File: src/hdl/assert_macros.svh
// assertion macros used by the top level of the frame decoder
// no dependencies; expects clk and rst in the scope of use
`ifndef ASSERT_MACROS_SVH
`define ASSERT_MACROS_SVH

// checked at every edge outside reset
`define OBD_ASSERT(label, prop, msg) \
  label: assert property (@(posedge clk) disable iff (rst) prop) else $error(msg);

// checked at every edge, reset included
`define OBD_ASSERT_ALWAYS(label, prop, msg) \
  label: assert property (@(posedge clk) prop) else $error(msg);

`endif

File: src/hdl/obd_pkg.sv
`timescale 1ns / 1ps
// shared types and constants of the diagnostic frame decoder
// no dependencies
package obd_pkg;

  localparam int unsigned ID_W    = 11;
  localparam int unsigned GAIN_W  = 20;
  localparam int unsigned ANGLE_W = 36;
  localparam int unsigned VAL12_W = 12;
  localparam int unsigned WHEEL_W = 11;
  localparam int unsigned CIDX_W  = 3;

  // register indexes of the configuration channel
  localparam logic [CIDX_W-1:0] REG_STEER_ID = 3'd0;
  localparam logic [CIDX_W-1:0] REG_SPEED_ID = 3'd1;
  localparam logic [CIDX_W-1:0] REG_BRAKE_ID = 3'd2;
  localparam logic [CIDX_W-1:0] REG_GAIN     = 3'd3;

  // reset values
  localparam logic [ID_W-1:0]   STEER_ID_RST = 11'd688;
  localparam logic [ID_W-1:0]   SPEED_ID_RST = 11'd1200;
  localparam logic [ID_W-1:0]   BRAKE_ID_RST = 11'd544;
  localparam logic [GAIN_W-1:0] GAIN_RST     = 20'd29281;

  typedef enum logic [1:0] {
    KIND_STEER = 2'd0,
    KIND_SPEED = 2'd1,
    KIND_BRAKE = 2'd2
  } kind_t;

  typedef struct packed {
    logic [ID_W-1:0]   steer_id;
    logic [ID_W-1:0]   speed_id;
    logic [ID_W-1:0]   brake_id;
    logic [GAIN_W-1:0] gain;
  } cfg_t;

  typedef struct packed {
    logic [ID_W-1:0]   frame_id;
    logic [7:0][7:0]   data;
  } frame_t;

  typedef struct packed {
    kind_t                      kind;
    logic signed [ANGLE_W-1:0]  steering_angle;
    logic [VAL12_W-1:0]         speed_sum;
    logic [VAL12_W-1:0]         brake_level;
  } result_t;

endpackage

File: src/hdl/obd_if.sv
`timescale 1ns / 1ps
// channel interfaces of the frame decoder: frames in, results out, register writes
// depends on obd_pkg
interface obd_frame_if;
  import obd_pkg::*;
  logic            valid;
  logic            ready;
  logic [ID_W-1:0] frame_id;
  logic [7:0]      byte0;
  logic [7:0]      byte1;
  logic [7:0]      byte2;
  logic [7:0]      byte3;
  logic [7:0]      byte4;
  logic [7:0]      byte5;
  logic [7:0]      byte6;
  logic [7:0]      byte7;
  modport source (output valid, frame_id, byte0, byte1, byte2, byte3, byte4, byte5,
                  byte6, byte7, input ready);
  modport sink   (input valid, frame_id, byte0, byte1, byte2, byte3, byte4, byte5,
                  byte6, byte7, output ready);
endinterface

interface obd_result_if;
  import obd_pkg::*;
  logic                      valid;
  logic                      ready;
  logic [1:0]                kind;
  logic signed [ANGLE_W-1:0] steering_angle;
  logic [VAL12_W-1:0]        speed_sum;
  logic [VAL12_W-1:0]        brake_level;
  modport source (output valid, kind, steering_angle, speed_sum, brake_level,
                  input ready);
  modport sink   (input valid, kind, steering_angle, speed_sum, brake_level,
                  output ready);
endinterface

interface obd_cfg_if;
  import obd_pkg::*;
  logic              valid;
  logic              ready;
  logic [CIDX_W-1:0] index;
  logic [GAIN_W-1:0] data;
  modport source (output valid, index, data, input ready);
  modport sink   (input valid, index, data, output ready);
endinterface

File: src/hdl/obd_cfg_regs.sv
`timescale 1ns / 1ps
// configuration registers: frame identifiers and steering gain
// depends on obd_pkg and obd_if
module obd_cfg_regs (
  input  logic         clk,
  input  logic         rst,
  obd_cfg_if.sink      cfg,
  output obd_pkg::cfg_t regs
);
  import obd_pkg::*;

  assign cfg.ready = 1'b1;

  always_ff @(posedge clk) begin
    if (rst) begin
      regs.steer_id <= STEER_ID_RST;
      regs.speed_id <= SPEED_ID_RST;
      regs.brake_id <= BRAKE_ID_RST;
      regs.gain     <= GAIN_RST;
    end else if (cfg.valid) begin
      case (cfg.index)
        REG_STEER_ID: regs.steer_id <= cfg.data[ID_W-1:0];
        REG_SPEED_ID: regs.speed_id <= cfg.data[ID_W-1:0];
        REG_BRAKE_ID: regs.brake_id <= cfg.data[ID_W-1:0];
        REG_GAIN:     regs.gain     <= cfg.data;
        default: begin
          // unknown index, write dropped
        end
      endcase
    end
  end

endmodule

File: src/hdl/obd_decode.sv
`timescale 1ns / 1ps
// identifier match and value decode of one frame, purely combinational
// depends on obd_pkg
module obd_decode (
  input  obd_pkg::frame_t  frame,
  input  obd_pkg::cfg_t    regs,
  output logic             hit,
  output obd_pkg::result_t res
);
  import obd_pkg::*;

  logic signed [15:0]          raw_angle;
  logic signed [GAIN_W:0]      gain_s;
  logic signed [GAIN_W+16:0]   product;
  logic [WHEEL_W-1:0]          w0, w1, w2, w3;
  logic [WHEEL_W-1:0]          lo01, hi01, lo23, hi23, mid_a, mid_b;
  logic [VAL12_W-1:0]          mid_sum;

  // raw*5/16 in tenths
  function automatic logic [WHEEL_W-1:0] tenths(input logic [7:0] lo, input logic [7:0] hi);
    logic [VAL12_W-1:0] raw;
    logic [14:0]        x5;
    raw = {hi[3:0], lo};
    x5  = {3'b000, raw} + {1'b0, raw, 2'b00};
    return x5[14:4];
  endfunction

  // little-endian angle in byte0 (low) and byte1 (high)
  assign raw_angle = signed'({frame.data[1], frame.data[0]});
  assign gain_s    = signed'({1'b0, regs.gain});
  assign product   = raw_angle * gain_s;

  assign w0 = tenths(frame.data[0], frame.data[1]);
  assign w1 = tenths(frame.data[2], frame.data[3]);
  assign w2 = tenths(frame.data[4], frame.data[5]);
  assign w3 = tenths(frame.data[6], frame.data[7]);

  // middle two of four: larger of the pair minima and smaller of the pair maxima
  assign lo01  = (w0 < w1) ? w0 : w1;
  assign hi01  = (w0 < w1) ? w1 : w0;
  assign lo23  = (w2 < w3) ? w2 : w3;
  assign hi23  = (w2 < w3) ? w3 : w2;
  assign mid_a = (lo01 > lo23) ? lo01 : lo23;
  assign mid_b = (hi01 < hi23) ? hi01 : hi23;
  assign mid_sum = {1'b0, mid_a} + {1'b0, mid_b};

  always_comb begin
    hit = 1'b1;
    res = '0;
    if (frame.frame_id == regs.steer_id) begin
      res.kind           = KIND_STEER;
      res.steering_angle = product[ANGLE_W-1:0];
    end else if (frame.frame_id == regs.speed_id) begin
      res.kind      = KIND_SPEED;
      res.speed_sum = mid_sum;
    end else if (frame.frame_id == regs.brake_id) begin
      res.kind        = KIND_BRAKE;
      res.brake_level = {frame.data[5][3:0], frame.data[4]};
    end else begin
      hit = 1'b0;
    end
  end

endmodule

File: src/hdl/obd_frame_decoder.sv
`timescale 1ns / 1ps
// top level of the diagnostic frame decoder: input register, decode, result register
// depends on obd_pkg, obd_if, obd_cfg_regs, obd_decode and assert_macros.svh
//
// channel   side   transaction carries
// -------   ----   ---------------------------------------------------
// frame     sink   frame_id, byte0 .. byte7
// result    source kind, steering_angle, speed_sum, brake_level
// cfg       sink   index, data (register write, always ready)
//
// an accepted frame is held in the input register, decoded, then held in the result register until taken
// one frame per cycle sustained while result.ready stays high
// the rate is set by the combinational decode between the two registers (16 x 21 multiply)
// synchronous reset clears both valid flags and loads register defaults
// a stalled result holds the input stage; unmatched frames leave without a result
`include "assert_macros.svh"

module obd_frame_decoder (
  input  logic          clk,
  input  logic          rst,
  obd_frame_if.sink     frame,
  obd_result_if.source  result,
  obd_cfg_if.sink       cfg
);
  import obd_pkg::*;

  cfg_t    regs;
  frame_t  s1_item;
  logic    s1_valid;
  logic    hit;
  result_t dec_res;
  result_t out_item;
  logic    out_valid;
  logic    out_free;
  logic    s1_go;

  obd_cfg_regs u_cfg (
    .clk  (clk),
    .rst  (rst),
    .cfg  (cfg),
    .regs (regs)
  );

  // result slot can take a new value this cycle
  assign out_free    = !out_valid || result.ready;
  assign s1_go       = s1_valid && out_free;
  assign frame.ready = !s1_valid || out_free;

  // input register
  always_ff @(posedge clk) begin
    if (rst) begin
      s1_valid <= 1'b0;
    end else if (frame.ready) begin
      s1_valid <= frame.valid;
    end
  end

  always_ff @(posedge clk) begin
    if (frame.valid && frame.ready) begin
      s1_item.frame_id <= frame.frame_id;
      s1_item.data     <= {frame.byte7, frame.byte6, frame.byte5, frame.byte4,
                           frame.byte3, frame.byte2, frame.byte1, frame.byte0};
    end
  end

  obd_decode u_decode (
    .frame (s1_item),
    .regs  (regs),
    .hit   (hit),
    .res   (dec_res)
  );

  // result register
  always_ff @(posedge clk) begin
    if (rst) begin
      out_valid <= 1'b0;
    end else if (out_free) begin
      out_valid <= s1_valid && hit;
    end
  end

  always_ff @(posedge clk) begin
    if (s1_go && hit) begin
      out_item <= dec_res;
    end
  end

  assign result.valid          = out_valid;
  assign result.kind           = out_item.kind;
  assign result.steering_angle = out_item.steering_angle;
  assign result.speed_sum      = out_item.speed_sum;
  assign result.brake_level    = out_item.brake_level;

  // checks
  `OBD_ASSERT_ALWAYS(a_reset_clears, rst |=> (!s1_valid && !out_valid), "valid after reset")
  `OBD_ASSERT(a_hit_lands, (s1_go && hit) |=> out_valid, "matched frame lost")
  `OBD_ASSERT(a_stall_holds, (s1_valid && !out_free) |=> (s1_valid && $stable(s1_item)), "input stage lost under stall")
  `OBD_ASSERT(a_steer_clean, (out_valid && out_item.kind == KIND_STEER) |-> (out_item.speed_sum == '0 && out_item.brake_level == '0), "stray value beside steering result")

endmodule
File: src/flat_wrapper.sv
// flat-port wrapper written by rule: the top's interface ports become plain ports
module obd_frame_decoder_flat import obd_pkg::*;
  (clk, rst, frame_valid, frame_frame_id, frame_byte0, frame_byte1, frame_byte2, frame_byte3, frame_byte4, frame_byte5, frame_byte6, frame_byte7, frame_ready, result_valid, result_kind, result_steering_angle, result_speed_sum, result_brake_level, result_ready, cfg_valid, cfg_index, cfg_data, cfg_ready);
  obd_frame_if frame_i ();
  obd_result_if result_i ();
  obd_cfg_if cfg_i ();
  input  logic clk;
  input  logic rst;
  input wire logic [$bits(frame_i.valid)-1:0] frame_valid;
  input wire logic [$bits(frame_i.frame_id)-1:0] frame_frame_id;
  input wire logic [$bits(frame_i.byte0)-1:0] frame_byte0;
  input wire logic [$bits(frame_i.byte1)-1:0] frame_byte1;
  input wire logic [$bits(frame_i.byte2)-1:0] frame_byte2;
  input wire logic [$bits(frame_i.byte3)-1:0] frame_byte3;
  input wire logic [$bits(frame_i.byte4)-1:0] frame_byte4;
  input wire logic [$bits(frame_i.byte5)-1:0] frame_byte5;
  input wire logic [$bits(frame_i.byte6)-1:0] frame_byte6;
  input wire logic [$bits(frame_i.byte7)-1:0] frame_byte7;
  output wire logic [$bits(frame_i.ready)-1:0] frame_ready;
  output wire logic [$bits(result_i.valid)-1:0] result_valid;
  output wire logic [$bits(result_i.kind)-1:0] result_kind;
  output wire logic [$bits(result_i.steering_angle)-1:0] result_steering_angle;
  output wire logic [$bits(result_i.speed_sum)-1:0] result_speed_sum;
  output wire logic [$bits(result_i.brake_level)-1:0] result_brake_level;
  input wire logic [$bits(result_i.ready)-1:0] result_ready;
  input wire logic [$bits(cfg_i.valid)-1:0] cfg_valid;
  input wire logic [$bits(cfg_i.index)-1:0] cfg_index;
  input wire logic [$bits(cfg_i.data)-1:0] cfg_data;
  output wire logic [$bits(cfg_i.ready)-1:0] cfg_ready;
  assign frame_i.valid = frame_valid;
  assign frame_i.frame_id = frame_frame_id;
  assign frame_i.byte0 = frame_byte0;
  assign frame_i.byte1 = frame_byte1;
  assign frame_i.byte2 = frame_byte2;
  assign frame_i.byte3 = frame_byte3;
  assign frame_i.byte4 = frame_byte4;
  assign frame_i.byte5 = frame_byte5;
  assign frame_i.byte6 = frame_byte6;
  assign frame_i.byte7 = frame_byte7;
  assign frame_ready = frame_i.ready;
  assign result_valid = result_i.valid;
  assign result_kind = result_i.kind;
  assign result_steering_angle = result_i.steering_angle;
  assign result_speed_sum = result_i.speed_sum;
  assign result_brake_level = result_i.brake_level;
  assign result_i.ready = result_ready;
  assign cfg_i.valid = cfg_valid;
  assign cfg_i.index = cfg_index;
  assign cfg_i.data = cfg_data;
  assign cfg_ready = cfg_i.ready;
  obd_frame_decoder u_core (.clk(clk), .rst(rst), .frame(frame_i), .result(result_i), .cfg(cfg_i));
endmodule
File: config.mk
export PLATFORM = sky130hd
export DESIGN_NAME = obd_frame_decoder_flat
export DESIGN_NICKNAME = d
export VERILOG_FILES = /design/src/hdl/obd_pkg.sv /design/src/hdl/obd_if.sv /design/src/hdl/obd_cfg_regs.sv /design/src/hdl/obd_decode.sv /design/src/hdl/obd_frame_decoder.sv /design/src/flat_wrapper.sv
export VERILOG_INCLUDE_DIRS = /design/src /design/src/hdl
export SDC_FILE = /design/constraint.sdc
export NUM_CORES = 1
export LEC_CHECK = 0
export BUFFER_PORTS_ARGS = -buffer_cell sky130_fd_sc_hd__buf_2
export CAP_MARGIN = 20
export CORE_MARGIN = 5
export CORE_UTILIZATION = 45
export CTS_BUF_LIST = sky130_fd_sc_hd__clkbuf_16
export DETAILED_ROUTE_END_ITERATION = 8
export GPL_TIMING_DRIVEN = 1
export PLACE_DENSITY = 0.75
export SETUP_SLACK_MARGIN = 0.1
export SKIP_LAST_GASP = 1
export SLEW_MARGIN = 10
export SYNTH_ARGS = -nofsm -noshare
export SYNTH_HDL_FRONTEND = slang
export SYNTH_SLANG_ARGS = --single-unit
File: constraint.sdc
create_clock -name clk -period 11.8 [get_ports clk]
set_input_delay 0.59 -clock clk [delete_from_list [all_inputs] [get_ports clk]]
set_output_delay 0.59 -clock clk [all_outputs]
set_load 0.01 [all_outputs]
# --- Word-level counts from Yosys, hierarchy flattened ---
# Index checks and enable logic that the tools add are counted.
totals:
  regBits: 180
  memories: 0
  word_cells: 65
  ram_bits: 0
  latchBits: 0
  input_bits: 103
  output_inout_bits: 65
  rom_bits: 0
op_classes:
  mux: 11
  bitwise: 2
  shifts: 0
  add_sub_neg: 5
  n_mul: 1
  n_div: 0
  order_cmp: 4
  reduce_logical: 16
  n_eq_ne: 6
op_table:
  columns: ["cell", "n"]
  rows:
  - ["$mux W11", 6]
  - ["$add A12 B14 Y15", 4]
  - ["$mul A16 B21 Y36", 1]
  - ["$eq A11 B11 Y1", 3]
  - ["$lt A11 B11 Y1", 3]
  - ["$add A11 B11 Y12", 1]
  - ["$gt A11 B11 Y1", 1]
  - ["$reduce_and A2 Y1", 4]
  - ["$eq A3 B2 Y1 const B", 2]
  - ["$logic_and A1 B1 Y1", 4]
  - ["$mux W1", 4]
  - ["$reduce_or A2 Y1", 2]
  - ["$eq A3 B1 Y1 const B", 1]
  - ["$logic_not A3 Y1", 1]
  - ["$reduce_or A3 Y1", 1]
  - ["$logic_not A1 Y1", 2]
  - ["$logic_or A1 B1 Y1", 2]
  - ["$mux W2", 1]
  - ["$not A1 Y1", 2]

# --- Longest topological paths before layout ---
# Gate-level depths: netlist (run 1).
logic_depth:
  word_depth: 6
  depth_mapped: 46
  ltp_nobuf: 44

# --- Modules after synthesis ---
# From an unflattened synthesis (run 1), not the netlist that was laid out.
unflattened:
  cells_unflattened: 2122
  hier_area_um2: 20980.1
by_module_without_submodules:
  columns: ["module", "seq_area_each_um2", "n_inst", "cells_per_inst", "area_each_um2"]
  rows:
  - ["obd_decode", 0.0, 1, 1765, 14596.5]
  - ["obd_frame_decoder", 4154.0, 1, 147, 4197.8]
  - ["obd_cfg_regs", 1061.0, 1, 210, 2185.8]

# --- Worst setup path after synthesis (run 1) ---
# Ideal clock, no wire load.
synth_timing:
  kind: "flip-flop to flip-flop"
  start: "register u_core.s1_item[35] in the netlist's numbering"
  end: "register u_core.out_item (netlist bit u_core.result.speed_sum[10]), data pin"
  arrival_ns: 8.057
  synth_period_minus_slack_ns: 8.312
  t_required_ns: 11.545
  stages_incl_launch_ff: 44
  slack_ns: 3.488
  setup_ns: 0.255
  n_path_buf: 2
  cell_sequence: "edfxtp_1 -> ha_1 -> a31oi_1 -> nor2b_1 -> o21a_1 -> o31a_1 -> o41ai_1 -> o21bai_1 -> and2_1 -> o21a_1 -> xnor2_1 -> inv_1 -> ha_1 -> a21oi_1 -> nand3_1 -> a31oi_1 -> clkbuf_1 -> mux2i_1 -> [8 not listed] -> o41ai_1 -> a41oi_1 -> clkbuf_1 -> mux2i_1 -> ha_1 -> inv_1 -> fa_1 -> nor2b_1 -> o21ai_0 -> a21boi_0 -> o21ai_0 -> a21oi_1 -> o21ai_0 -> nand2b_1 -> a21o_1 -> a21oi_1 -> xnor2_1 -> and2_1"
synth_between:
  elab_chain_len: 6
  elab_cells_between_ends: 9
  classes_between: "2 x add/sub; 3 x order compare; 4 x mux"
synth_rtl:
  columns: ["item", "line_no", "rtl"]
  rows:
  - ["start: declaration", "obd_frame_decoder.sv:28", "frame_t s1_item;"]
  - ["$add A12 B14 Y15 (*)", "obd_decode.sv:24", "x5 = {3'b000, raw} + {1'b0, raw, 2'b00};"]
  - ["$lt A11 B11 Y1", "obd_decode.sv:41, obd_decode.sv:42", null]
  - ["$mux W11, on equally long branches", "obd_decode.sv:41, obd_decode.sv:42", null]
  - ["$gt A11 B11 Y1 or $lt A11 B11 Y1 (tied branches)", "obd_decode.sv:43, obd_decode.sv:44", null]
  - ["$mux W11, on equally long branches", "obd_decode.sv:43, obd_decode.sv:44", null]
  - ["$add A11 B11 Y12 (*)", "obd_decode.sv:45", "assign mid_sum = {1'b0, mid_a} + {1'b0, mid_b};"]
  - ["end signal: assignment", "obd_frame_decoder.sv:84", "out_item <= dec_res;"]
  - ["end: declaration", "obd_frame_decoder.sv:32", "result_t out_item;"]
# Every way passes the cells marked *; elsewhere a longest branch is shown, timed or not.
# A chain may end at the register's enable or synchronous reset.

# --- Final worst setup path (run 1) ---
layout_timing:
  start: "register u_core.s1_item[4] in the netlist's numbering"
  end: "register u_core.out_item (netlist bit u_core.result.speed_sum[10]), data pin"
layout_between:
  elab_chain_len: 6
  elab_cells_between_ends: 9
  classes_between: "2 x add/sub; 3 x order compare; 4 x mux"
layout_rtl:
  columns: ["item", "line_no"]
  rows:
  - ["$add A12 B14 Y15 (*)", "obd_decode.sv:24"]
  - ["$lt A11 B11 Y1", "obd_decode.sv:39, obd_decode.sv:40"]
  - ["$mux W11, on equally long branches", "obd_decode.sv:39, obd_decode.sv:40"]
  - ["$gt A11 B11 Y1 or $lt A11 B11 Y1 (tied branches)", "obd_decode.sv:43, obd_decode.sv:44"]
  - ["$mux W11, on equally long branches", "obd_decode.sv:43, obd_decode.sv:44"]
  - ["$add A11 B11 Y12 (*)", "obd_decode.sv:45"]
# Marked as above.

==> results of run 1 <==
==> through the flow <==
stage,utilization,hold slack [ns]
floorplan,-,0.448
global placement,0.487,0.454
detailed placement,0.487,0.461
CTS,0.500,0.224
global route,0.500,0.242
finish,0.500,0.262
==> flip-flops by register name (all words and copies together), names as in the netlist <==
name / count
u_core.result.steering_angle: 36
u_core.s1_valid: 1
u_core.result.brake_level: 12
u_core.result.valid: 1
u_core.s1_item: 63
u_core.result.speed_sum: 12
u_core.result.kind: 2
u_core.u_cfg.regs: 53
==> critical path: cells and delay by family (launching register included) <==
family,cells,cell delay [ns]
buffers and inverters,4,0.72
AOI/OAI and AO/OA,26,4.51
and+or+nand+nor,7,0.92
muxes,2,0.58
xor gates and xnor gates,1,0.13
DFF,1,0.97
adders and majority gates,6,2.00
==> cells in the mapped netlist (all sizes together) (42+ instances only) <==
| cell | number |
|---|---|
| xnor2 | 51 |
| nor2 | 92 |
| ha | 212 |
| edfxtp | 125 |
| clkbuf | 74 |
| and2 | 135 |
| nand2 | 292 |
| a21oi | 79 |
| dfxtp | 55 |
| inv | 350 |
| mux2i | 61 |
| fa | 251 |
| xor2 | 42 |
==> area by class of cell <==
type                            count  area, µm²
Antenna cell                        1       2.50
Clock buffer                       17        425
Clock inverter                     15        161
Fill cell                        3916      22200
Inverter                          350       1310
Multi-Input combinational cell   1505      13800
Sequential cell                   180       4850
Tap cell                          592        741
Timing Repair Buffer              173        911
==> logic make-up (layout without fill, tap and decap cells) <==
kind of cell	Yosys count	after routing	share of synthesized area
flops	180	180	0.239
simple gates	668	668	0.158
xor+xnor	93	93	0.0402
other cells	1	2	0.000185
compound gates	211	211	0.0681
mux	68	68	0.0340
fa+ha+maj	464	464	0.379
buf+inv	430	555	0.0803
==> worst max-delay path by stage <==
stage                                        to  slack [ns]  cells after the start
floorplan           u_core.result.speed_sum[10]        3.49                     43
global placement    u_core.result.speed_sum[10]        2.33                     46
detailed placement  u_core.result.speed_sum[10]        2.00                     46
CTS                 u_core.result.speed_sum[10]        1.97                     46
global route        u_core.result.speed_sum[10]        1.24                     46
finish              u_core.result.speed_sum[10]        1.73                     46
==> report_power, final <==
part,switching [µW],internal (µW)
combinational,1490,1120
clock,301,283
sequential,32.5,690
total,1830,2100
==> per-layer routing <==
metal	up-vias	track usage	wire, µm
met3	97	0.0496	3420
li1	6984	-	-
met1	7409	0.253	20400
met5	-	0	8
met2	472	0.341	24200
met4	2	0.0716	1360
==> impl_metrics.py, run 1 <==
metrics = {
    "sta": {
        "finalHoldViolCount": 0,
        "finalSetupViolCount": 0,
        "fin_tns_setup_ns": 0,
        "final-max-slew-violation-count": 0,
        "max_freq_ghz": 0.0993,
        "rsz0062_at_grt": "false",
        "slew_headroom": 0.303,
        "post-route-period-util": 0.854,
        "fin_skew_ns": 0.0165,
        "worst_slack_ns": 1.73,
        "tightest_slew_ns": 1.03,
        "fin_crit_ns": 10.07,
    },
    "clocking": {
        "cts_sinks": 180,
        "clk_latency_ns": 0.50,
        "cts_hold_buffers": 0,
        "cts_resized": 0,
        "postCtsSetupRepairBufs": 0,
        "clkTransAtPathRegs_ns": 0.09,
        "cts_buffer_depth": 2,
        "cts_made_buffers": 17,
        "root_buffer": "clkbuf_16",
        "cts_tree": "done",
        "cts_htree_levels": 4,
    },
    "cells_and_area": {
        "drive_above_1_share": 0.101,
        "final_nets": 2793,
        "final_cell_mix": "350 x inv_1, 291 x nand2_1, 251 x fa_1",
        "syn2layout_area_growth_pct": 9.60,
        "final_common_cell": "inv_1",
        "final_area_um2": 22200,
        "layout.cells.non_filler": 2833,
    },
    "drt": {
        "ant_nets": 0,
        "drt_iter0_drc": 906,
        "wl_per_cell_um": 17.4,
        "num_vias": 15000,
        "remaining_drc_errors": 0,
        "routed_wl_um": 49400,
        "via_per_inst": 5.28,
        "dr.pass1.iters": 6,
    },
    "pwr": {
        "finalPower_uw": 3920,
        "ir_drop_mv": 0.139,
        "leakagePower_uw": 0.0107,
        "power_density_nw_per_um2": 177,
    },
    "placed_design": {
        "dp.cells": 2798,
        "port_buffers": 154,
        "hpwl_um": 38400,
        "place_area_um2": 21600,
        "routabilityCongestion": 0.887,
        "pre_cts_slack_ns": 2.00,
    },
    "critical_path": {
        "regToRegSetupSlack_ns": 1.73,
        "cpPeakStageDelay_ns": 0.97,
        "startpoint": "u_core.s1_item[4]",
        "rr_startpoint": "u_core.s1_item[4]",
        "slowest_stage": "edfxtp_1",
        "path_class": "reg2reg",
        "cp-start-kind": "flip-flop",
        "endpoint_kind": "flip-flop",
        "timing.rr.end": "u_core.result.speed_sum[10]",
        "path_common_cell": "o21ai_0",
        "crit_required_ns": 12.06,
        "worst_ep_arrival_time_ns": 10.33,
        "rr_worst_depth": 46,
        "worstPathMaxFanout": 22,
    },
    "logic_synthesis": {
        "netlist_area_um2": 20300,
        "postSynthCellCount": 2115,
        "syn-num-nets": 2681,
        "synth_top_flop_cell": "edfxtp_1",
        "ys_types": 62,
        "synth_edf_count": 125,
        "yosys_warnings": 0,
        "synth_area_per_cell_um2": 9.58,
        "yosys.area.top_type": "fa_1",
        "synthArstFlopShare": 0,
        "yosysSeqAreaShare": 0.239,
        "yosys.area.top_type_share": 0.248,
        "yosys-top-cells-area": "fa_1 25%, edfxtp_1 19%, ha_1 13%, inv_1 6.5%, dfxtp_1 5.4%",
        "synth-seq-cells": 180,
    },
    "grt": {
        "grtUsageTotal": 0.202,
        "grt_start_max_net_pins": 56,
        "grt_pass1_vias": 15900,
        "grt_pass1_wl_um": 80200,
        "antenna_found_initial": 2,
        "grt-ovfl-total": 0,
    },
    "die": {
        "initial_utilization": 0.456,
        "die_x_um": 222,
        "num_rows": 77,
        "die_height_um": 222,
        "die_area_um2": 49400,
        "core_um2": 44400,
        "pin_count": 168,
    },
    "hold_path": {
        "hold_start": "frame_byte3[3]",
        "hold_path_depth": 1,
        "min_to": "u_core.s1_item[27]",
        "hold_path.class": "in2reg",
    },
    "status": {
        "status": "finished clean",
    },
    "flow_run": {
        "cap_violations": 0,
    },
}
Note: power is estimated with default switching activity, not from simulation.
==> run 2, diff against run 1 <==
Settings changed: HOLD_SLACK_MARGIN set to 0.15, SYNTH_HIERARCHICAL set to 1.
==> impl_metrics.py, run 2 <==
metrics = {
    "clocking": {
        "clk_latency_ns": 0.46,
        "clkTransAtPathRegs_ns": 0.08,
        "cts_sinks": 180,
        "postCtsSetupRepairBufs": 0,
        "cts_hold_buffers": 0,
        "cts_resized": 0,
        "cts_tree": "done",
        "cts_buffer_depth": 2,
        "root_buffer": "clkbuf_16",
        "cts_htree_levels": 4,
        "cts_made_buffers": 17,
    },
    "logic_synthesis": {
        "yosys_warnings": 6,
        "netlist_area_um2": 20600,
        "syn-num-nets": 2676,
        "postSynthCellCount": 2110,
        "synth_area_per_cell_um2": 9.77,
    },
    "cells_and_area": {
        "layout.cells.non_filler": 2832,
        "syn2layout_area_growth_pct": 9.24,
        "regMostFlops": "u_core/s1_item",
        "n_antenna_cell": 0,
        "multiInputGateArea_um2": 14200,
        "final_cell_mix": "345 x inv_1, 251 x fa_1, 218 x nand2_1",
        "largest_reg_flops": 63,
        "final_common_cell": "inv_1",
        "num-fill-cells": 4067,
        "register_area_um2": 4850,
        "final_nets": 2785,
        "final_area_um2": 22500,
        "drive_above_1_share": 0.100,
    },
    "placed_design": {
        "place_area_um2": 21900,
        "hpwl_um": 38000,
        "port_buffers": 154,
        "routabilityCongestion": 0.910,
        "dp.cells": 2798,
    },
    "hold_path": {
        "hold_path.class": "in2reg",
        "hold_start": "frame_byte1[6]",
        "hold_path_depth": 1,
        "min_to": "u_core/s1_item[14]",
    },
    "sta": {
        "finalHoldViolCount": 0,
        "max_freq_ghz": 0.104,
        "fin_tns_setup_ns": 0,
        "fin_hold_ws_ns": 0.301,
        "fin_skew_ns": 0.0133,
        "finalSetupViolCount": 0,
        "slew_headroom": 0.285,
        "final-max-slew-violation-count": 0,
        "post-route-period-util": 0.812,
        "tightest_slew_ns": 1.07,
        "fin_crit_ns": 9.58,
        "rsz0062_at_grt": "false",
    },
    "critical_path": {
        "path_common_cell": "a21oi_1",
        "timing.rr.end": "u_core/result.speed_sum[10]",
        "rr_worst_depth": 45,
        "cpPeakStageDelay_ns": 0.98,
        "crit_required_ns": 12.01,
        "regToRegSetupSlack_ns": 2.22,
        "endpoint_kind": "flip-flop",
        "rr_startpoint": "u_core/s1_item[4]",
        "worst_ep_arrival_time_ns": 9.79,
        "worstPathMaxFanout": 25,
        "cp-start-kind": "flip-flop",
        "slowest_stage": "edfxtp_1",
        "path_class": "reg2reg",
    },
    "drt": {
        "num_vias": 14900,
        "ant_nets": 0,
        "wl_per_cell_um": 17.3,
        "routed_wl_um": 49100,
        "dr.pass1.iters": 8,
        "via_per_inst": 5.27,
        "drt_iter0_drc": 993,
        "remaining_drc_errors": 0,
    },
    "die": {
        "pin_count": 168,
        "die_height_um": 224,
        "core_um2": 45400,
        "initial_utilization": 0.454,
        "die_x_um": 224,
        "die_area_um2": 50200,
        "num_rows": 78,
    },
    "pwr": {
        "leakagePower_uw": 0.0108,
        "ir_drop_mv": 0.238,
        "power_density_nw_per_um2": 182,
        "finalPower_uw": 4100,
    },
    "status": {
        "status": "finished clean",
    },
    "grt": {
        "grt_pass1_vias": 15800,
        "grtUsageTotal": 0.195,
        "grt_pass1_wl_um": 79100,
        "grt-ovfl-total": 0,
        "antenna_found_initial": 0,
        "grt_start_max_net_pins": 82,
    },
    "flow_run": {
        "cap_violations": 0,
    },
}
-- run 2: metal layers --
layer	up-vias	GRT usage	share of wire
met5	-	0	0
met4	0	0.0646	0.027
met3	78	0.0333	0.055
met2	469	0.327	0.48
met1	7396	0.258	0.44
li1	6975	-	-
-- run 2: power by group --
group          switching [µW]  total [µW]  leakage (µW)  internal [µW]
clock                     258         546      0.000285            289
combinational            1630        2830       0.00883           1200
sequential               34.0         724       0.00173            689
total                    1920        4100        0.0108           2170
-- run 2: layout make-up --
type | instances | share of cell area
clock inverter | 15 | 0.00517
inverter | 341 | 0.0568
timing repair buffer | 171 | 0.0410
clock buffer | 17 | 0.0189
tap | 600 | 0.0333
multi-input combinational | 1508 | 0.629
sequential | 180 | 0.216
-- run 2: critical path, delay by kind of cell (launching register included) --
kind	cells	cell delay, ns
AO/OA/AOI/OAI	28	4.74
flip-flops	1	0.98
adder cells (fa/ha/maj)	6	2.06
multiplexers	1	0.14
buffers and inverters	3	0.57
AND/OR/NAND/NOR	5	0.56
XOR/XNOR	2	0.27
-- run 2: per-stage QoR --
stage | worst slack, ns | utilization
after global placement | 2.50 | 0.484
after floorplan | 3.32 | -
after global routing | 1.55 | 0.496
after detailed placement | 2.39 | 0.484
after CTS | 2.32 | 0.495
final | 2.22 | 0.496
-- run 2: worst max path at each step --
stage	startpoint	to	slack [ns]	cells past startpoint
2_1_floorplan	u_core/s1_item[35]	u_core/result.speed_sum[10]	3.32	42
3_3_place_gp	u_core/s1_item[4]	u_core/result.speed_sum[10]	2.50	45
3_5_place_dp	u_core/s1_item[4]	u_core/result.speed_sum[11]	2.39	44
4_1_cts	u_core/s1_item[4]	u_core/result.speed_sum[11]	2.32	44
5_1_grt	u_core/s1_item[4]	u_core/result.speed_sum[10]	1.55	43
6_report	u_core/s1_item[4]	u_core/result.speed_sum[10]	2.22	45
